==> src/hdl/trhd_pkg.sv <==
`timescale 1ns / 1ps

package trhd_pkg;

   localparam int unsigned SCR_X_SPAN = 800;
   localparam int unsigned SCR_Y_SPAN = 480;
   localparam int unsigned RAW_X_SPAN = 51200;
   localparam int unsigned RAW_Y_SPAN = 7680;

   // The raw spans are exact powers of two times the screen spans.
   localparam int unsigned X_SHIFT = $clog2(RAW_X_SPAN / SCR_X_SPAN);
   localparam int unsigned Y_SHIFT = $clog2(RAW_Y_SPAN / SCR_Y_SPAN);

   localparam int unsigned X_W = 10;
   localparam int unsigned Y_W = 9;
   localparam int unsigned EDGE_W = 10;
   localparam int unsigned CODE_W = 6;
   localparam int unsigned GROUP_W = 2;

   localparam logic [X_W-1:0] X_MAX = X_W'(SCR_X_SPAN - 1);
   localparam logic [Y_W-1:0] Y_MAX = Y_W'(SCR_Y_SPAN - 1);

   localparam logic ACTION_LOAD = 1'b0;
   localparam logic ACTION_POLL = 1'b1;

   localparam logic [1:0] FAULT_NONE   = 2'd0;
   localparam logic [1:0] FAULT_STATUS = 2'd1;
   localparam logic [1:0] FAULT_POINT  = 2'd2;
   localparam logic [1:0] FAULT_UNDEF  = 2'd3;

   localparam int unsigned STATUS_READY_BIT = 7;
   localparam logic [3:0] COUNT_MASK = 4'h F;

   typedef struct packed {
      logic [GROUP_W-1:0] screen;
      logic [EDGE_W-1:0]  left;
      logic [EDGE_W-1:0]  top;
      logic [EDGE_W-1:0]  width;
      logic [EDGE_W-1:0]  height;
      logic [CODE_W-1:0]  code;
   } slot_type;

   typedef struct packed {
      logic               valid;
      logic [GROUP_W-1:0] screen;
      logic [X_W-1:0]     x;
      logic [Y_W-1:0]     y;
      logic [CODE_W-1:0]  code;
   } search_type;

endpackage

==> src/hdl/trhd_cell.sv <==
`timescale 1ns / 1ps

module trhd_cell (
   input  logic                clock,
   input  logic                reset,
   input  logic                wr_en,
   input  trhd_pkg::slot_type   wr_slot,
   input  trhd_pkg::search_type search_in,
   output trhd_pkg::search_type search_out
);
   import trhd_pkg::*;

   slot_type   slot_ff;
   search_type search_ff;
   search_type search_in_next;
   logic [EDGE_W:0] right_edge;
   logic [EDGE_W:0] bottom_edge;
   logic            hit;

   assign right_edge  = {1'b0, slot_ff.left} + {1'b0, slot_ff.width};
   assign bottom_edge = {1'b0, slot_ff.top} + {1'b0, slot_ff.height};

   always_comb begin
      hit = (slot_ff.code != '0) && (slot_ff.screen == search_in.screen) &&
            (search_in.x >= slot_ff.left) &&
            ({1'b0, search_in.x} < right_edge) &&
            ({1'b0, search_in.y} >= slot_ff.top) &&
            ({2'b00, search_in.y} < bottom_edge);
      search_in_next = search_in;
      // An earlier slot that matched keeps its code.
      if ((search_in.code == '0) && hit) begin
         search_in_next.code = slot_ff.code;
      end
   end

   always_ff @(posedge clock) begin
      if (reset) begin
         slot_ff.code <= '0;
      end else if (wr_en) begin
         slot_ff.code <= wr_slot.code;
      end
      if (wr_en) begin
         slot_ff.screen <= wr_slot.screen;
         slot_ff.left   <= wr_slot.left;
         slot_ff.top    <= wr_slot.top;
         slot_ff.width  <= wr_slot.width;
         slot_ff.height <= wr_slot.height;
      end
   end

   always_ff @(posedge clock) begin
      if (reset) begin
         search_ff.valid <= 1'b0;
      end else begin
         search_ff.valid <= search_in_next.valid;
      end
      search_ff.screen <= search_in_next.screen;
      search_ff.x      <= search_in_next.x;
      search_ff.y      <= search_in_next.y;
      search_ff.code   <= search_in_next.code;
   end

   assign search_out = search_ff;

endmodule

==> config.mk <==
export PLATFORM = sky130hd
export DESIGN_NAME = trhd_cell
export DESIGN_NICKNAME = d
export VERILOG_FILES = /design/src/hdl/trhd_pkg.sv /design/src/hdl/trhd_cell.sv
export SDC_FILE = /design/constraint.sdc
export NUM_CORES = 1
export LEC_CHECK = 0
export ABC_AREA = 1
export BUFFER_PORTS_ARGS = -buffer_cell sky130_fd_sc_hd__buf_4
export CAP_MARGIN = 5
export CORE_ASPECT_RATIO = 1.75
export CORE_MARGIN = 2
export CORE_UTILIZATION = 48
export DETAILED_ROUTE_END_ITERATION = 6
export GPL_TIMING_DRIVEN = 0
export HOLD_SLACK_MARGIN = 0.05
export PLACE_DENSITY = 0.76
export SLEW_MARGIN = 20
export SYNTH_ARGS = -nofsm -noshare
export SYNTH_HDL_FRONTEND = slang
export SYNTH_SLANG_ARGS = --single-unit
==> constraint.sdc <==
create_clock -name clock -period 2.6 [get_ports clock]
set_input_delay 0 -clock clock [delete_from_list [all_inputs] [get_ports clock]]
set_output_delay 0 -clock clock [all_outputs]
set_load 0.05 [all_outputs]
==> results.yml <==
die:
  row_count: 44
  dieArea_um2: 9354
  initial_utilization: 0.4947
  fp.dieW_um: 73.97
  core_um2: 8313
  dieHeight_um: 126.5
  io-pin-count: 107
synth:
  synth_nets: 565
  synth_sequential_area_ratio: 0.4722
  postSynth.asyncResetShare: 0
  synth_ff_type: "edfxtp_1"
  ys_seq_elements: 76
  syn_area_per_cell_um2: 9.609
  ys_warn_count: 0
  synth_edf_count: 42
  syn_area_um2: 4113
  synthCells: 428
  yosysUniqueCellTypes: 32
clocking:
  path_clk_slew_ns: 0.06
  cts_max_level: 3
  numCtsBuffers: 9
  cts_tree: "done"
  clk_path_buf_depth: 2
  clockRootBuffer: "clkbuf_16"
  clock-sinks: 76
  clk_latency_ns: 0.34
global_route:
  grt_usage: 0.2540
  grt_pass1_wl_um: 17790
  antenna_found_initial: 0
  grt_pass1_vias: 4028
  grt_max_degree: 44
  grt_overflow: 0
timing:
  finalCritPeriodShare: 1.060
  skew_ns: 0.003679
  tightestPinTransition_ns: 0.5542
  timing.final.hold_violations: 0
  slew_headroom: 0.6305
  rsz0062_at_grt: "true"
  setup_violations: 6
  finalCriticalPeriod_ns: 2.756
  max_freq_mhz: 362.8
  worst_slack_ns: -0.1562
  maxSlewViolCount: 0
power_and_ir_drop:
  power_leakage_nw: 3.000
  p_per_area_nw_per_um2: 583.7
  finalPower_mw: 3.686
  vdd_ir_drop_max_mv: 0.4100
job:
  drv_cap: 0
cells_and_area:
  nets: 769
  ff_latch_area_um2: 1942
  syn_to_final_growth_pct: 53.57
  design_area_um2: 6316
  fillCellCount: 540
  num_antenna_cells: 0
  multi_input_area_um2: 2053
  drive_above_1_share: 0.2810
detailed_routing:
  drt_wl_total_um: 11410
  firstDrtPassIters: 4
  drt_iter0_markers: 270
  post_drt_via_cell_ratio: 5.037
  drc_errors: 0
  drt.antenna.violating_nets: 0
  vias: 3788
  routedWlPerCell_um: 15.17
placement:
  globalplace.congestion: 0.9103
  placed_area_um2: 5057
  dp_slack_ns: -0.2997
  dpl.hpwl_um: 7308
  port_buffers: 106
setup_path:
  critical_path_depth: 17
  crit_path_max_fanout: 5
  arrival_ns: 2.99
  cp_slowest_cell: "edfxtp_1"
  worst-path-buf-inv: 2
  crit_chain: "ha_4 -> fa_2 -> a21oi_2 -> xor2_1 -> ha_1 -> a21o_1 -> nor2_1 -> nand2_1 -> nand2_1 -> nand2_1 -> nand2_1 -> nand2_2 -> nand2_4 -> buf_4 -> nand4_1 -> nand2_1 -> inv_1"
  crit_family: "adder cells"
  criticalPathCategory: "register to register"
  crit_top_cell: "nand2_1"
  reg2regPathDepth: 17
  end_kind: "register"
  start_kind: "register"
  required_ns: 2.84
  cpPeakStageDelay_ns: 0.42
status:
  violations: "negative setup slack"
  run_status: "finished, violations left"
hold_path:
  min_path_cells: 1
  hold_path.class: "input pin to register"
==> worst paths after layout <==
kind | slack (ns) | startpoint | endpoint
worst min register to register | 0.51 | slot_ff[3] | slot_ff[3]
worst min-delay path | 0.18 | wr_en | slot_ff[26]
worst max register to register | -0.16 | slot_ff[36] | search_out[1]
worst max-delay path | -0.16 | slot_ff[36] | search_out[1]
==> what timing repair did <==
item	CTS	global route
hold endpoints to repair	76	0
setup endpoints to repair	6	6
hold buffers	78	0
cloned	0	0
resized for setup	15	15
pin swaps	13	13
setup buffers	5	4
==> cells in the final DEF (no fill, tap or decap), types with 3 or more instances in the layout <==
master,count
ha_1,48
dlygate4sd3_1,78
a21oi_2,5
clkinv_1,4
inv_1,62
nor2_2,4
xor2_1,9
clkbuf_16,9
dfxtp_1,34
clkinv_2,3
nor2_1,32
ha_4,6
edfxtp_1,42
xnor2_1,6
nand3_1,8
inv_2,9
o21ai_2,5
nand2_1,80
nand2_2,8
a211oi_1,8
nand4_1,10
a21o_1,3
buf_4,115
a21oi_1,22
==> sequential cells by signal (all words and copies together), names as in the netlist <==
| register | cells |
|---|---|
| slot_ff | 48 |
| search_out | 28 |
==> layout make-up <==
type / count / area share
timing repair buffer: 193 / 0.2603
sequential: 76 / 0.3074
buffer: 1 / 0.0005943
multi-input combinational: 279 / 0.3251
clock buffer: 9 / 0.03566
clock inverter: 7 / 0.005349
tap: 115 / 0.02278
inverter: 72 / 0.04279
==> where the power goes <==
group	total (mW)	internal [mW]	leakage (nW)	switching, mW
Clock	1.11	0.630	0.127	0.483
Combinational	1.17	0.526	2.18	0.645
Sequential	1.40	1.36	0.697	0.0430
==> cell usage after synthesis (3+ instances only) <==
cell type	n	area [um^2]
nand2_1	81	304.0
inv_1	65	244.0
ha_1	56	700.7
edfxtp_1	42	1261
dfxtp_1	34	680.7
nor2_1	33	123.9
a21oi_1	27	135.1
nand4_1	10	62.56
xor2_1	9	78.83
a211oi_1	8	60.06
nand2_2	8	50.05
nand3_1	8	40.04
o21ai_1	7	35.03
inv_2	6	22.52
xnor2_1	6	52.55
a21o_1	3	22.52
nor2_2	3	18.77
==> routing by layer <==
layer	routed length [um]	part of all wire	vias to the layer above	track usage
li1	-	-	1836	-
met1	3772	0.33	1768	0.2300
met2	6632	0.58	136	0.4932
met3	436	0.038	48	0.04527
met4	563	0.049	0	0.1444
met5	0	0	-	0
==> logic make-up after synthesis <==
logic type	share of synthesized area
flops	0.4722
xor+xnor	0.03194
compound gates	0.08031
fa+ha+maj	0.1801
simple gates	0.1688
buf+inv	0.06662
==> metrics by stage <==
stage	util	instances	TNS (ns)	hold WS, ns
2_1_floorplan	-	428	0	0.02772
3_3_place_gp	0.6084	649	-1.573	0.1142
3_5_place_dp	0.6084	649	-1.692	0.1151
4_1_cts	0.7470	748	-0.5174	0.1877
5_1_grt	0.7598	752	-1.574	0.2100
6_report	0.7598	752	-0.6456	0.1827
(Power assumes the default switching activity.)
